`src/sv/bmpb_pkg.sv`:
```
package bmpb_pkg;

    // pixel format codes, code 3 behaves as 32-bit BGRA
    localparam logic [1:0] FMT_RGB565 = 2'd0;
    localparam logic [1:0] FMT_BGR24  = 2'd1;
    localparam logic [1:0] FMT_BGRA32 = 2'd2;

    // configuration register indexes
    localparam int unsigned CFG_INDEX_W = 2;
    localparam logic [CFG_INDEX_W-1:0] CFG_PIXEL_FORMAT  = 2'd0;
    localparam logic [CFG_INDEX_W-1:0] CFG_IMAGE_WIDTH   = 2'd1;
    localparam logic [CFG_INDEX_W-1:0] CFG_DISPLAY_WIDTH = 2'd2;
    localparam logic [CFG_INDEX_W-1:0] CFG_BACKGROUND    = 2'd3;
    localparam int unsigned CFG_DATA_W  = 16;

    localparam int unsigned WIDTH_W     = 12;
    localparam int unsigned ROW_BYTES_W = 14;

    localparam logic [1:0]         RESET_FORMAT        = FMT_BGR24;
    localparam logic [WIDTH_W-1:0] RESET_IMAGE_WIDTH   = 12'd320;
    localparam logic [WIDTH_W-1:0] RESET_DISPLAY_WIDTH = 12'd320;
    localparam logic [15:0]        RESET_BACKGROUND    = 16'h0000;

    localparam int unsigned QUEUE_DEPTH = 4;
    localparam int unsigned QUEUE_PTR_W = 2;
    localparam int unsigned QUEUE_CNT_W = 3;

    localparam logic [7:0] ALPHA_OPAQUE = 8'hFF;
    localparam logic [7:0] ALPHA_CLEAR  = 8'h00;

    typedef struct packed {
        logic [1:0]         pixel_format;
        logic [WIDTH_W-1:0] image_width;
        logic [WIDTH_W-1:0] display_width;
        logic [15:0]        background;
    } cfg_t;

    // what the back end does with a pixel
    typedef enum logic [1:0] {
        KIND_PASS565,
        KIND_PACK,
        KIND_BGFILL,
        KIND_BLEND
    } pix_kind_t;

    // word holds b0 in bits 7..0 up to alpha in bits 31..24
    typedef struct packed {
        pix_kind_t   kind;
        logic        row_last;
        logic [31:0] word;
    } entry_t;

    function automatic logic [15:0] pack565(input logic [7:0] r, input logic [7:0] g,
                                            input logic [7:0] b);
        return {r[7:3], g[7:2], b[7:3]};
    endfunction

    // signed (px - bg) * alpha, magnitude at most 255 * 255
    function automatic logic signed [17:0] blend_mult(input logic [7:0] px,
                                                      input logic [7:0] bgc,
                                                      input logic [7:0] alpha);
        logic signed [8:0] diff;
        diff = $signed({1'b0, px}) - $signed({1'b0, bgc});
        return diff * $signed({1'b0, alpha});
    endfunction

    // product / 255 toward zero, plus background, modulo 256
    // floor(m / 255) = (m + (m >> 8) + 1) >> 8 holds for m below 255 * 255
    function automatic logic [7:0] blend_finish(input logic signed [17:0] prod,
                                                input logic [7:0] bgc);
        logic        neg;
        logic [17:0] mag_wide;
        logic [15:0] mag;
        logic [16:0] sum;
        logic [7:0]  quo;
        neg      = prod[17];
        mag_wide = neg ? 18'(-prod) : 18'(prod);
        mag      = mag_wide[15:0];
        sum      = {1'b0, mag} + {9'b0, mag[15:8]} + 17'd1;
        quo      = sum[15:8];
        return neg ? 8'(bgc - quo) : 8'(bgc + quo);
    endfunction

endpackage

```
`src/sv/bmpb_front.sv`:
```
module bmpb_front (
    input  logic                 aclk,
    input  logic                 aresetn,
    input  bmpb_pkg::cfg_t       cfg,
    input  logic                 s_valid,
    output logic                 s_ready,
    input  logic [7:0]           s_data_byte,
    input  logic                 queue_full,
    output logic                 push,
    output bmpb_pkg::entry_t     push_entry
);

    logic [1:0]                        byte_in_pixel_reg, byte_in_pixel_next;
    logic [bmpb_pkg::ROW_BYTES_W-1:0]  pixel_column_reg, pixel_column_next;
    logic [bmpb_pkg::ROW_BYTES_W-1:0]  row_byte_count_reg, row_byte_count_next;
    logic [23:0]                       held_bytes_reg, held_bytes_next;

    logic [2:0]                        nbytes;
    logic [bmpb_pkg::ROW_BYTES_W-1:0]  pix_bytes;
    logic [bmpb_pkg::ROW_BYTES_W-1:0]  padded;
    logic [bmpb_pkg::ROW_BYTES_W-1:0]  count_inc;
    logic [bmpb_pkg::WIDTH_W-1:0]      iw, dw, start, keep;
    // column can run past the image width after a format change mid-row
    logic [bmpb_pkg::ROW_BYTES_W-1:0]  offset, start_ext, keep_ext;
    logic [31:0]                       top_byte, word;
    logic                              accept, in_pixel, complete, visible;
    bmpb_pkg::pix_kind_t               kind;

    assign s_ready = !queue_full;
    assign accept  = s_valid && s_ready;
    assign iw      = cfg.image_width;
    assign dw      = cfg.display_width;

    // row geometry
    always_comb begin
        case (cfg.pixel_format)
            bmpb_pkg::FMT_RGB565: begin
                nbytes    = 3'd2;
                pix_bytes = bmpb_pkg::ROW_BYTES_W'({iw, 1'b0});
                top_byte  = {16'b0, s_data_byte, 8'b0};
            end
            bmpb_pkg::FMT_BGR24: begin
                nbytes    = 3'd3;
                pix_bytes = bmpb_pkg::ROW_BYTES_W'({iw, 1'b0}) + bmpb_pkg::ROW_BYTES_W'(iw);
                top_byte  = {8'b0, s_data_byte, 16'b0};
            end
            default: begin
                nbytes    = 3'd4;
                pix_bytes = bmpb_pkg::ROW_BYTES_W'({iw, 2'b00});
                top_byte  = {s_data_byte, 24'b0};
            end
        endcase
    end

    assign padded    = (pix_bytes + bmpb_pkg::ROW_BYTES_W'(3)) & ~bmpb_pkg::ROW_BYTES_W'(3);
    assign start     = (iw > dw) ? ((iw - dw) >> 1) : '0;
    assign keep      = (iw > dw) ? dw : iw;
    assign start_ext = bmpb_pkg::ROW_BYTES_W'(start);
    assign keep_ext  = bmpb_pkg::ROW_BYTES_W'(keep);
    assign offset    = pixel_column_reg - start_ext;
    assign visible   = (pixel_column_reg >= start_ext) && (offset < keep_ext);
    assign in_pixel  = row_byte_count_reg < pix_bytes;
    assign complete  = in_pixel && ({1'b0, byte_in_pixel_reg} >= (nbytes - 3'd1));
    assign word      = {8'b0, held_bytes_reg} | top_byte;
    assign count_inc = row_byte_count_reg + bmpb_pkg::ROW_BYTES_W'(1);

    // classify the finished pixel
    always_comb begin
        if (nbytes == 3'd2) begin
            kind = bmpb_pkg::KIND_PASS565;
        end else if (nbytes == 3'd3 || word[31:24] == bmpb_pkg::ALPHA_OPAQUE) begin
            kind = bmpb_pkg::KIND_PACK;
        end else if (word[31:24] == bmpb_pkg::ALPHA_CLEAR) begin
            kind = bmpb_pkg::KIND_BGFILL;
        end else begin
            kind = bmpb_pkg::KIND_BLEND;
        end
    end

    assign push                = accept && complete && visible;
    assign push_entry.kind     = kind;
    assign push_entry.row_last = (offset == keep_ext - bmpb_pkg::ROW_BYTES_W'(1));
    assign push_entry.word     = word;

    always_comb begin
        byte_in_pixel_next  = byte_in_pixel_reg;
        pixel_column_next   = pixel_column_reg;
        row_byte_count_next = row_byte_count_reg;
        held_bytes_next     = held_bytes_reg;
        if (accept) begin
            if (in_pixel) begin
                if (complete) begin
                    pixel_column_next  = pixel_column_reg + bmpb_pkg::ROW_BYTES_W'(1);
                    byte_in_pixel_next = '0;
                    held_bytes_next    = '0;
                end else begin
                    held_bytes_next    = held_bytes_reg
                                       | (24'(s_data_byte) << {byte_in_pixel_reg, 3'b000});
                    byte_in_pixel_next = byte_in_pixel_reg + 2'd1;
                end
            end
            row_byte_count_next = count_inc;
            // end of padded row
            if (count_inc >= padded) begin
                byte_in_pixel_next  = '0;
                pixel_column_next   = '0;
                row_byte_count_next = '0;
                held_bytes_next     = '0;
            end
        end
    end

    always_ff @(posedge aclk) begin
        if (!aresetn) begin
            byte_in_pixel_reg  <= '0;
            pixel_column_reg   <= '0;
            row_byte_count_reg <= '0;
            held_bytes_reg     <= '0;
        end else begin
            byte_in_pixel_reg  <= byte_in_pixel_next;
            pixel_column_reg   <= pixel_column_next;
            row_byte_count_reg <= row_byte_count_next;
            held_bytes_reg     <= held_bytes_next;
        end
    end

endmodule

```
`src/sv/bmpb_queue.sv`:
```
module bmpb_queue (
    input  logic                aclk,
    input  logic                aresetn,
    input  logic                push,
    input  bmpb_pkg::entry_t    push_entry,
    input  logic                pop,
    output logic                full,
    output logic                head_valid,
    output bmpb_pkg::entry_t    head_entry
);

    bmpb_pkg::entry_t                  slot_reg [bmpb_pkg::QUEUE_DEPTH];
    logic [bmpb_pkg::QUEUE_PTR_W-1:0]  wr_ptr_reg, wr_ptr_next;
    logic [bmpb_pkg::QUEUE_PTR_W-1:0]  rd_ptr_reg, rd_ptr_next;
    logic [bmpb_pkg::QUEUE_CNT_W-1:0]  count_reg, count_next;

    assign full       = (count_reg == bmpb_pkg::QUEUE_CNT_W'(bmpb_pkg::QUEUE_DEPTH));
    assign head_valid = (count_reg != '0);
    assign head_entry = slot_reg[rd_ptr_reg];

    always_comb begin
        wr_ptr_next = push ? wr_ptr_reg + 1'b1 : wr_ptr_reg;
        rd_ptr_next = pop ? rd_ptr_reg + 1'b1 : rd_ptr_reg;
        count_next  = count_reg;
        if (push && !pop) begin
            count_next = count_reg + 1'b1;
        end else if (pop && !push) begin
            count_next = count_reg - 1'b1;
        end
    end

    always_ff @(posedge aclk) begin
        if (!aresetn) begin
            wr_ptr_reg <= '0;
            rd_ptr_reg <= '0;
            count_reg  <= '0;
        end else begin
            wr_ptr_reg <= wr_ptr_next;
            rd_ptr_reg <= rd_ptr_next;
            count_reg  <= count_next;
        end
    end

    always_ff @(posedge aclk) begin
        if (push) begin
            slot_reg[wr_ptr_reg] <= push_entry;
        end
    end

`ifndef ASSERT_OFF
    a_no_overflow: assert property (@(posedge aclk) disable iff (!aresetn)
        push |-> !full)
        else $error("queue written while full");

    a_no_underflow: assert property (@(posedge aclk) disable iff (!aresetn)
        pop |-> head_valid)
        else $error("queue read while empty");

    a_count_bound: assert property (@(posedge aclk) disable iff (!aresetn)
        count_reg <= bmpb_pkg::QUEUE_CNT_W'(bmpb_pkg::QUEUE_DEPTH))
        else $error("queue count beyond depth");

    a_count_step: assert property (@(posedge aclk) disable iff (!aresetn)
        (push && !pop) |=> (count_reg == $past(count_reg) + 1'b1))
        else $error("queue count missed a write");
`endif

endmodule

```
`src/sv/bmpb_back.sv`:
```
module bmpb_back (
    input  logic                aclk,
    input  logic                aresetn,
    input  logic [15:0]         background,
    input  logic                head_valid,
    input  bmpb_pkg::entry_t    head_entry,
    output logic                pop,
    output logic                m_valid,
    input  logic                m_ready,
    output logic [15:0]         m_pixel_rgb565,
    output logic                m_row_last
);

    logic                    s1_valid_reg;
    logic                    s1_blend_reg;
    logic                    s1_last_reg;
    logic [15:0]             s1_pix_reg;
    logic signed [17:0]      s1_prod_reg [3];
    logic [7:0]              s1_bgc_reg [3];

    logic                    out_valid_reg;
    logic [15:0]             out_pix_reg;
    logic                    out_last_reg;

    logic                    out_en, s1_en;
    logic [7:0]              bgc [3];
    logic [7:0]              pxc [3];
    logic [15:0]             direct_pix;
    logic [15:0]             blend_pix;

    assign out_en = !out_valid_reg || m_ready;
    assign s1_en  = !s1_valid_reg || out_en;
    assign pop    = head_valid && s1_en;

    // background channels, zero filled to 8 bits; index 0 red, 1 green, 2 blue
    assign bgc[0] = {background[15:11], 3'b000};
    assign bgc[1] = {background[10:5], 2'b00};
    assign bgc[2] = {background[4:0], 3'b000};
    assign pxc[0] = head_entry.word[23:16];
    assign pxc[1] = head_entry.word[15:8];
    assign pxc[2] = head_entry.word[7:0];

    always_comb begin
        case (head_entry.kind)
            bmpb_pkg::KIND_PASS565: direct_pix = head_entry.word[15:0];
            bmpb_pkg::KIND_PACK:    direct_pix = bmpb_pkg::pack565(pxc[0], pxc[1], pxc[2]);
            bmpb_pkg::KIND_BGFILL:  direct_pix = background;
            default:                direct_pix = '0;
        endcase
    end

    // stage 1: per-channel products
    always_ff @(posedge aclk) begin
        if (!aresetn) begin
            s1_valid_reg <= 1'b0;
        end else if (s1_en) begin
            s1_valid_reg <= head_valid;
        end
    end

    always_ff @(posedge aclk) begin
        if (s1_en) begin
            s1_blend_reg <= (head_entry.kind == bmpb_pkg::KIND_BLEND);
            s1_last_reg  <= head_entry.row_last;
            s1_pix_reg   <= direct_pix;
            for (int c = 0; c < 3; c++) begin
                s1_prod_reg[c] <= bmpb_pkg::blend_mult(pxc[c], bgc[c], head_entry.word[31:24]);
                s1_bgc_reg[c]  <= bgc[c];
            end
        end
    end

    // stage 2: divide by 255, add background, pack
    assign blend_pix = bmpb_pkg::pack565(bmpb_pkg::blend_finish(s1_prod_reg[0], s1_bgc_reg[0]),
                                         bmpb_pkg::blend_finish(s1_prod_reg[1], s1_bgc_reg[1]),
                                         bmpb_pkg::blend_finish(s1_prod_reg[2], s1_bgc_reg[2]));

    always_ff @(posedge aclk) begin
        if (!aresetn) begin
            out_valid_reg <= 1'b0;
        end else if (out_en) begin
            out_valid_reg <= s1_valid_reg;
        end
    end

    always_ff @(posedge aclk) begin
        if (out_en) begin
            out_pix_reg  <= s1_blend_reg ? blend_pix : s1_pix_reg;
            out_last_reg <= s1_last_reg;
        end
    end

    assign m_valid        = out_valid_reg;
    assign m_pixel_rgb565 = out_pix_reg;
    assign m_row_last     = out_last_reg;

endmodule

```
`src/sv/bmp_row_to_rgb565_blend_top.sv`:
```
// a finished pixel passes the queue, the stage 1 register and the output register
// throughput: a byte per cycle while the queue has room; a result per 2, 3 or 4 bytes
// the four-entry queue between byte front end and blend pipeline absorbs output stalls
// reset (aresetn low, synchronous): format BGR 24 bit, widths 320, background 0,
// row counters cleared, queue and pipeline emptied
module bmp_row_to_rgb565_blend_top (
    input  logic                               aclk,
    input  logic                               aresetn,
    // configuration writes
    input  logic                               cfg_valid,
    output logic                               cfg_ready,
    input  logic [bmpb_pkg::CFG_INDEX_W-1:0]   cfg_index,
    input  logic [bmpb_pkg::CFG_DATA_W-1:0]    cfg_data,
    // bitmap byte stream
    input  logic                               s_valid,
    output logic                               s_ready,
    input  logic [7:0]                         s_data_byte,
    // rgb565 pixels
    output logic                               m_valid,
    input  logic                               m_ready,
    output logic [15:0]                        m_pixel_rgb565,
    output logic                               m_row_last
);

    bmpb_pkg::cfg_t     cfg_reg, cfg_next;
    logic               push, pop, queue_full, head_valid;
    bmpb_pkg::entry_t   push_entry, head_entry;

    // register writes are always accepted and registered in cfg_reg
    assign cfg_ready = 1'b1;

    always_comb begin
        cfg_next = cfg_reg;
        if (cfg_valid && cfg_ready) begin
            case (cfg_index)
                bmpb_pkg::CFG_PIXEL_FORMAT:  cfg_next.pixel_format  = cfg_data[1:0];
                bmpb_pkg::CFG_IMAGE_WIDTH:   cfg_next.image_width   = cfg_data[11:0];
                bmpb_pkg::CFG_DISPLAY_WIDTH: cfg_next.display_width = cfg_data[11:0];
                bmpb_pkg::CFG_BACKGROUND:    cfg_next.background    = cfg_data[15:0];
                default:                     cfg_next = cfg_reg;
            endcase
        end
    end

    always_ff @(posedge aclk) begin
        if (!aresetn) begin
            cfg_reg.pixel_format  <= bmpb_pkg::RESET_FORMAT;
            cfg_reg.image_width   <= bmpb_pkg::RESET_IMAGE_WIDTH;
            cfg_reg.display_width <= bmpb_pkg::RESET_DISPLAY_WIDTH;
            cfg_reg.background    <= bmpb_pkg::RESET_BACKGROUND;
        end else begin
            cfg_reg <= cfg_next;
        end
    end

    // front end: byte counting, pixel assembly, cropping and classification
    bmpb_front u_front (
        .aclk        (aclk),
        .aresetn     (aresetn),
        .cfg         (cfg_reg),
        .s_valid     (s_valid),
        .s_ready     (s_ready),
        .s_data_byte (s_data_byte),
        .queue_full  (queue_full),
        .push        (push),
        .push_entry  (push_entry)
    );

    // short queue of classified pixels
    bmpb_queue u_queue (
        .aclk       (aclk),
        .aresetn    (aresetn),
        .push       (push),
        .push_entry (push_entry),
        .pop        (pop),
        .full       (queue_full),
        .head_valid (head_valid),
        .head_entry (head_entry)
    );

    // back end: two-stage blend and pack with output register
    bmpb_back u_back (
        .aclk           (aclk),
        .aresetn        (aresetn),
        .background     (cfg_reg.background),
        .head_valid     (head_valid),
        .head_entry     (head_entry),
        .pop            (pop),
        .m_valid        (m_valid),
        .m_ready        (m_ready),
        .m_pixel_rgb565 (m_pixel_rgb565),
        .m_row_last     (m_row_last)
    );

endmodule

```
`config.mk`:
```
export PLATFORM = sky130hd
export DESIGN_NAME = bmp_row_to_rgb565_blend_top
export DESIGN_NICKNAME = d
export VERILOG_FILES = /design/src/sv/bmpb_pkg.sv /design/src/sv/bmpb_front.sv /design/src/sv/bmpb_queue.sv /design/src/sv/bmpb_back.sv /design/src/sv/bmp_row_to_rgb565_blend_top.sv
export SDC_FILE = /design/constraint.sdc
export NUM_CORES = 1
export LEC_CHECK = 0
export ABC_AREA = 1
export BUFFER_PORTS_ARGS = -buffer_cell sky130_fd_sc_hd__buf_2
export CORE_MARGIN = 4
export CORE_UTILIZATION = 50
export CTS_CLUSTER_SIZE = 30
export DETAILED_ROUTE_END_ITERATION = 6
export GPL_TIMING_DRIVEN = 0
export PLACE_DENSITY = 0.68
export SYNTH_ARGS = -nofsm -noshare
export SYNTH_HDL_FRONTEND = slang
export SYNTH_SLANG_ARGS = --single-unit
```
`constraint.sdc`:
```
create_clock -name aclk -period 6.9 [get_ports aclk]
set_input_delay 0.69 -clock aclk [delete_from_list [all_inputs] [get_ports aclk]]
set_output_delay 0.69 -clock aclk [all_outputs]
set_load 0.03 [all_outputs]
```
Word-level counts from Yosys, hierarchy flattened
Memories as Yosys holds them, arrays and structs flattened. A register that Yosys moved wholly into a read port is not among the register bits.
Index checks and enable logic that the tools add are counted.

storage, ports and cells
  output and inout port bits = 20
  register bits after elaboration = 140
  memories = 3
  RAM bits = 212

cells by class
  multiplexer cells = 34
  add/subtract/negate cells = 31
  shift operators = 1
  $lt $le $gt $ge = 6
  eq/ne operators = 12
  multipliers = 3
  reductions and logical operators = 30
  bitwise operators = 2

memory list
  memory              depth  bits a word  read ports  clocked after Yosys merged registers in  write ports  RTL line          RTL
  u_queue.slot_reg    4      35           1           1                                        1            bmpb_queue.sv:12  bmpb_pkg::entry_t slot_reg [bmpb_pkg::QUEUE_DEPTH];
  u_back.s1_prod_reg  3      18           3           0                                        3            bmpb_back.sv:18   logic signed [17:0] s1_prod_reg [3];
  u_back.s1_bgc_reg   3      6            3           0                                        3            bmpb_back.sv:19   logic [7:0] s1_bgc_reg [3];

operator list
  kind                                            count
  two-way mux 24 bit                              3
  two-way mux 16 bit                              4
  one-hot mux 32 bit (2 select lines)             1
  two-way mux 14 bit                              4
  multiplier 9 x 9 -> 18 bit                      3
  adder 16 x 1 -> 16 bit (second input constant)  3
  adder 16 x 8 -> 16 bit                          3
  negator 16 bit                                  3
  one-hot mux 16 bit (3 select lines)             1
  bitwise OR 24 x 32 -> 32 bit                    1
  adder 14 x 1 -> 14 bit (second input constant)  2
  one-hot mux 14 bit (2 select lines)             1
  subtractor 8 x 8 -> 9 bit                       3
  adder 8 bit                                     3
  two-way mux 8 bit                               3
  bitwise OR 24 bit                               1
  left shift 8 x 5 -> 24 bit                      1
  subtractor 8 bit                                3
  adder 13 x 12 -> 14 bit                         1
  adder 14 x 2 -> 14 bit (second input constant)  1
  equality test 14 bit                            1
  greater-or-equal comparator 14 x 12 -> 1 bit    1
  greater-or-equal comparator 14 bit              1
  less-than comparator 14 x 12 -> 1 bit           1
  29 further kinds                                70

Logic depth before layout (Yosys ltp)
Gate-level depths: netlist of the first run.

  word-level depth = 11
  mapped depth = 40

Hierarchy
A second synthesis of the first run with hierarchy kept.

unflattened totals
  cells, all modules = 3760
  area, all modules = 30143.9 um^2

modules (own cells, without submodules)
  module                       times used  cells an instance  seq. area each (um^2)  area an instance (um^2)
  bmpb_back                    1           2039               3103.0                 16210.5
  bmpb_front                   1           1056               1081.0                 6561.3
  bmpb_queue                   1           397                4384.2                 5622.9
  bmp_row_to_rgb565_blend_top  1           268                840.8                  1749.2

Least setup slack after synthesis of the first run
OpenSTA, ideal clock, no wires.

  kind = register -> register
  start = register with a tool-made name
  end = memory u_back.s1_prod_reg[1][17] (netlist: u_back.s1_prod_reg[0][35]), data pin
  path slack = 0.395 ns
  path buffers = 2
  period minus slack after synthesis = 6.505 ns
  data required time = 6.638 ns
  data arrival time = 6.243 ns
  setup time = 0.262 ns
  stages on the path, launching flop included = 35
  cell sequence = dfxtp_1 -> clkbuf_1 -> clkinv_1 -> clkbuf_1 -> o21ai_0 -> o22ai_1 -> inv_1 -> ha_1 -> inv_1 -> fa_1 -> a21oi_1 -> nor2_1 -> o21ai_0 -> nand2_1 -> a21oi_1 -> inv_1 -> nor2_1 -> fa_1 -> fa_1 -> fa_1 -> inv_1 -> fa_1 -> inv_1 -> ha_1 -> nand2_1 -> o21ai_0 -> nand2_1 -> nand2_1 -> nand3_1 -> nand2_1 -> a21oi_1 -> o21bai_1 -> a21oi_1 -> o21bai_1 -> xor2_1

RTL lines
  element        RTL line
  end, declared  bmpb_back.sv:18

==> results of run 1 <==
==> layout by cell type (no fill, tap or decap), types with 7 or more instances in the layout <==
cell type,count
nand2_1,617
inv_1,615
nor2_1,334
ha_1,251
edfxtp_1,242
a21oi_1,206
fa_1,187
o21ai_0,151
nand3_1,126
dfxtp_1,105
xor2_1,96
clkbuf_1,57
buf_2,51
xnor2_1,41
clkbuf_16,40
o21bai_1,28
nor3_1,25
nand4_1,24
a31oi_1,20
o21ai_1,20
buf_4,17
o211ai_1,15
nand2_2,15
o221ai_1,14
a41oi_1,14
clkinv_1,13
or2_2,11
o22ai_1,11
inv_2,10
a32oi_1,10
o21ai_2,10
o21a_1,9
nand3b_1,9
nor2_4,9
o22ai_2,8
clkbuf_4,7
a21oi_2,7
nor4_1,7
==> per-layer routing <==
layer	wire length, microns	GRT usage, %
met1	31710	32.42
met2	33380	38.67
met3	4554	3.817
met4	1966	6.189
met5	17	0
==> through the flow <==
stage | worst slack [ns] | setup TNS, ns | utilization, % | cell area, sq um | std cells
global placement | -1.215 | -174.80 | 52.79 | 29830 | 4218
global route | -0.02739 | -0.02739 | 56.26 | 31790 | 4300
CTS | -0.03061 | -0.03061 | 55.81 | 31530 | 4294
detailed placement | -1.109 | -13.70 | 53.09 | 29990 | 4223
finish | 0.3802 | 0 | 56.26 | 31790 | 4300
floorplan | 0.3951 | 0 | - | 28640 | 3413
==> cell type report <==
cell class,instances,area [sq um]
plain buffers,75,386.6
clock buffers,51,1062
clock inverters,22,332.8
well taps,756,945.9
multi-input cells,2349,16820
inverters,636,2392
repair buffers,62,427.9
fillers,5095,24710
flip-flops and latches,349,9417
==> critical path, delay by kind of cell, from the launching register on <==
family                   cells  cell delay [ns]
AO/OA/AOI/OAI                9             1.39
buffers and inverters        7             0.74
AND/OR/NAND/NOR              9             0.89
flip-flops                   1             0.37
adder cells (fa/ha/maj)      7             2.87
==> timing repair <==
item                                    4_1_cts  5_1_grt
buffers inserted                              1        7
resized for setup                            52       77
hold endpoints to repair                      0        0
endpoints found under the setup margin       25       52
pin swaps                                     3       12
==> worst min path at each step <==
stage               cells past startpoint                        to               start
floorplan                               0         u_back.m_row_last  u_back.s1_last_reg
global placement                        0  u_back.s1_bgc_reg[0][17]          cfg_reg[4]
detailed placement                      0  u_back.s1_bgc_reg[0][16]          cfg_reg[3]
CTS                                     3               cfg_reg[36]         cfg_data[8]
global route                            3               cfg_reg[36]         cfg_data[8]
finish                                  3               cfg_reg[36]         cfg_data[8]
==> cells by family after synthesis <==
kind of cell             Yosys count
adder cells (fa/ha/maj)          447
other                              1
AO/OA/AOI/OAI                    561
AND/OR/NAND/NOR                 1202
XOR/XNOR                         138
buffers and inverters            715
flip-flops                       349
==> metrics, run 1 <==
outcome=finished, final reports clean; Post-Syn Instances=3413; I/O Buffers=49; Post-Route WL=71.63 mm; XOR/XNOR share of the synthesized area=4.247%; top-area cell type share of the netlist area=25.38%; f_max=153.4 MHz; post-synthesis compound-gate area fraction=11.45%; Synthesized Nets=3891; CP required=7.24 ns; Clock Sinks=349; most frequent cell after synthesis=nand2_1; Setup Viol. Count Final=0; WL/cell=16.66 microns; relative slew slack=35.89%; Die ar.=0.06116 sq mm; number of remaining DRC errors=0; top post-synthesis cells by count=624 x nand2_1, 617 x inv_1, 344 x nor2_1, 257 x ha_1, 242 x edfxtp_1; worst reg-to-reg setup slack=0.38 ns; Final Hold Violating Endpoints=0; vias per cell=5.257; Max FO, Critical Path=10; clock buffer count from CTS=40; CTS HTree Levels=2; initial antenna violation count=2; Synth Area in Adders=24.51%; Worst-Margin Slew=0.9616 ns; Antenna Violating Nets Remaining=0; post-layout minimum cycle time=6.520 ns; CP Class=register to register; Synth area leader=edfxtp_1; Mapped Avg Cell Area=8.390 sq um; Ys Warns=0; period utilization=94.49%; Crit. End Element=register; pin count of the biggest net entering global routing=54; crit path capture=u_back.s1_prod_reg[0][51]; CP max-delay cell=fa_1; slowest stage delay, CP=0.55 ns; layout cells sized above 1=7.280%; max-slew violation count=0; crit start category=register; Post-synth EDFFs=242; Worst-path clk slew=0.06 ns; Data arrival, critical path=6.86 ns; drt initial violations=1825; Clock Latency Late Sink=0.60 ns; simple-gate share of the synthesized area=17.41%; RR Endpoint=u_back.s1_prod_reg[0][51]; CTS tree=yes; first-pass GRT wire length=113.4 mm; synth top area cells=edfxtp_1 25%, fa_1 13%, ha_1 11%, nand2_1 8.2%, inv_1 8.1%; initial core utilization=50.69%; core area=0.05650 sq mm; number of global-route vias before repair=21148; combinational family with the most area after synthesis=adder cells; R2R depth=32; Clock Tree Root=clkbuf_16; gr usage total=23.46%; FP Rows=87; max-cap violations=0; Hold Slack=0.3924 ns; number of I/O pins=51; Post-Syn Area=0.02863 sq mm; mux share of post-synthesis cell area=0%; Synth Flop Type=edfxtp_1; die width=247.3 microns; Post-CTS Hold Buffers=0; die height=247.3 microns; ys async rst share=0%; register area share after synthesis=32.86%; Detailed Routing Iterations Pass 1=6; number of diodes=0; Yosys reg bits=349; nets@finish=3991; Area growth syn-to-layout=11.00%; library cells used by synthesis=63; Placer Congestion=0.9211; Remaining Overflow, GRT=0; vias post-DR=22605; number of flip-flops in the largest register=140; Longest Clk Path Bufs=3; final setup skew=0.02849 ns; Hold Path Class=input pin to register; DP HPWL=56.45 mm
Power of run 1 is not shown: default switching activity piles up to over one toggle a cycle in this logic, so the estimate is an artifact.
==> run 2, diff against run 1 <==
==> constraint.sdc (replaced) <==
create_clock -name aclk -period 5.3 [get_ports aclk]
set_input_delay 0.53 -clock aclk [delete_from_list [all_inputs] [get_ports aclk]]
set_output_delay 0.53 -clock aclk [all_outputs]
set_load 0.03 [all_outputs]
==> metrics, run 2 (same netlist as run 1, synthesis figures left out) <==
outcome=finished with violations (was finished, final reports clean); failing checks=negative setup slack; nets@finish=4167 (was 3991); Fillers=4609 (was 5095); CTS tree=yes (unchanged); Seq. cell area=0.009415 sq mm (was 0.009417 sq mm); utilization after layout=61.91% (was 56.26%); initial core utilization=50.69% (unchanged); number of diodes=0 (unchanged); initial antenna violation count=1 (was 2); CP max-delay cell=fa_1 (unchanged); Final Hold Violating Endpoints=0 (unchanged); clock buffer count from CTS=41 (was 40); Crit. End Element=register (unchanged); Worst-path clk slew=0.06 ns (about the same); most common cell after layout, fill and taps aside=nand2_1 (unchanged); I/O Buffers=49 (unchanged); DP HPWL=56.76 mm (was 56.45 mm); Detailed Routing Iterations Pass 1=5 (was 6); layout cells sized above 1=18.86% (was 7.280%); most frequent cells in the layout=570 x nand2_1, 563 x inv_1, 305 x nor2_1 (was 617 x nand2_1, 615 x inv_1, 334 x nor2_1); gr usage total=25.47% (was 23.46%); drt initial violations=1516 (was 1825); die width=247.3 microns (unchanged); RR Endpoint=u_back.s1_prod_reg[0][50] (was u_back.s1_prod_reg[0][51]); RSZ-0062 raised after global routing=yes; number of remaining DRC errors=0 (unchanged); Worst-Margin Slew=1.115 ns (was 0.9616 ns); Clock Tree Root=clkbuf_16 (unchanged); post-layout minimum cycle time=6.404 ns (was 6.520 ns); worst hold endpoint=cfg_reg[24] (was cfg_reg[36]); vias post-DR=23860 (was 22605); max-slew violation count=0 (unchanged); Antenna Violating Nets Remaining=0 (unchanged); CP Class=register to register (unchanged); Longest Clk Path Bufs=3 (unchanged); Data arrival, critical path=6.71 ns (was 6.86 ns); critical hold path startpoint=cfg_data[8] (unchanged); Setup Viol. Count Final=31 (was 0); Clock Sinks=349 (unchanged); period utilization=120.8% (was 94.49%); first-pass GRT wire length=123.0 mm (was 113.4 mm); vias per cell=5.328 (was 5.257); Die ar.=0.06116 sq mm (unchanged); number of flip-flops in the largest register=140 (unchanged); Remaining Overflow, GRT=0 (unchanged); crit start category=register (unchanged); Hold Path Class=input pin to register (unchanged); pre-CTS setup slack=-1.663 ns (was -1.109 ns); FP Rows=87 (unchanged); Post-CTS Hold Buffers=0 (unchanged); slowest stage delay, CP=0.53 ns (was 0.55 ns); number of I/O pins=51 (unchanged); pin count of the biggest net entering global routing=48 (was 54); Clock Latency Late Sink=0.58 ns (was 0.60 ns); WL/cell=17.72 microns (was 16.66 microns); worst reg-to-reg setup slack=-1.10 ns (was 0.38 ns); Post-Route WL=79.33 mm (was 71.63 mm); Placer Congestion=0.9308 (was 0.9211); Area after DPL=0.03027 sq mm (was 0.02999 sq mm); R2R depth=36 (was 32); final setup skew=0.02253 ns (was 0.02849 ns); Setup WS post-layout=-1.104 ns (was 0.3802 ns); final instance area=0.03497 sq mm (was 0.03179 sq mm); CP required=5.61 ns (was 7.24 ns); hold path depth=3 (unchanged); number of global-route vias before repair=23625 (was 21148); die height=247.3 microns (unchanged); Max FO, Critical Path=4 (was 10); CTS HTree Levels=2 (unchanged); Area growth syn-to-layout=22.14% (was 11.00%); relative slew slack=25.51% (was 35.89%); multi-input logic area=0.01822 sq mm (was 0.01682 sq mm); core area=0.05650 sq mm (unchanged); max-cap violations=0 (unchanged); f_max=156.2 MHz (was 153.4 MHz)
## run 2: worst max path at each step
stage                           endpoint  startpoint  slack [ns]
3_3_place_gp   u_back.s1_prod_reg[0][35]    register       -1.63
5_1_grt        u_back.s1_prod_reg[0][50]    register       -1.29
4_1_cts        u_back.s1_prod_reg[0][35]    register       -0.91
3_5_place_dp   u_back.s1_prod_reg[0][35]    register       -1.66
2_1_floorplan  u_back.s1_prod_reg[0][35]    register       -0.71
6_report       u_back.s1_prod_reg[0][50]    register       -1.10
## run 2: what timing repair did
action,CTS,global route
resized for setup,283,191
pin swaps,162,171
endpoints found under the setup margin,181,223
gates cloned,5,3
setup buffers,146,54
## run 2: critical path, delay by kind of cell (launching register included)
| family | cells | cell delay, ns |
|---|---|---|
| xor gates and xnor gates | 1 | 0.09 |
| and+or+nand+nor | 7 | 0.71 |
| AOI/OAI and AO/OA | 10 | 1.27 |
| buffers and inverters | 11 | 1.04 |
| adders and majority gates | 7 | 2.70 |
| DFF | 1 | 0.33 |
## run 2: area by class of cell
cell class | count | area share, %
Buffer | 76 | 1.764
Clock buffer | 57 | 3.198
Clock inverter | 19 | 0.5975
Inverter | 636 | 7.012
Multi-Input combinational cell | 2353 | 52.10
Sequential cell | 349 | 26.92
Tap cell | 756 | 2.705
Timing Repair Buffer | 232 | 5.703
## run 2: metal layers
metal	routed length, microns	track usage (%)	vias up
met5	0	0	-
met4	4264	11.10	0
met3	4865	3.936	210
met2	38820	44.93	771
met1	31380	30.96	11249
li1	-	-	11630
## run 2: through the flow
step | std cells | TNS (ns) | hold slack, ns
floorplan | 3413 | -7.787 | 0.4003
global placement | 4218 | -203.84 | 0.4441
detailed placement | 4219 | -201.64 | 0.4550
CTS | 4439 | -16.53 | 0.2144
global route | 4478 | -28.33 | 0.2418
finish | 4478 | -20.24 | 0.2466
Power of run 2 is left out for the same reason.
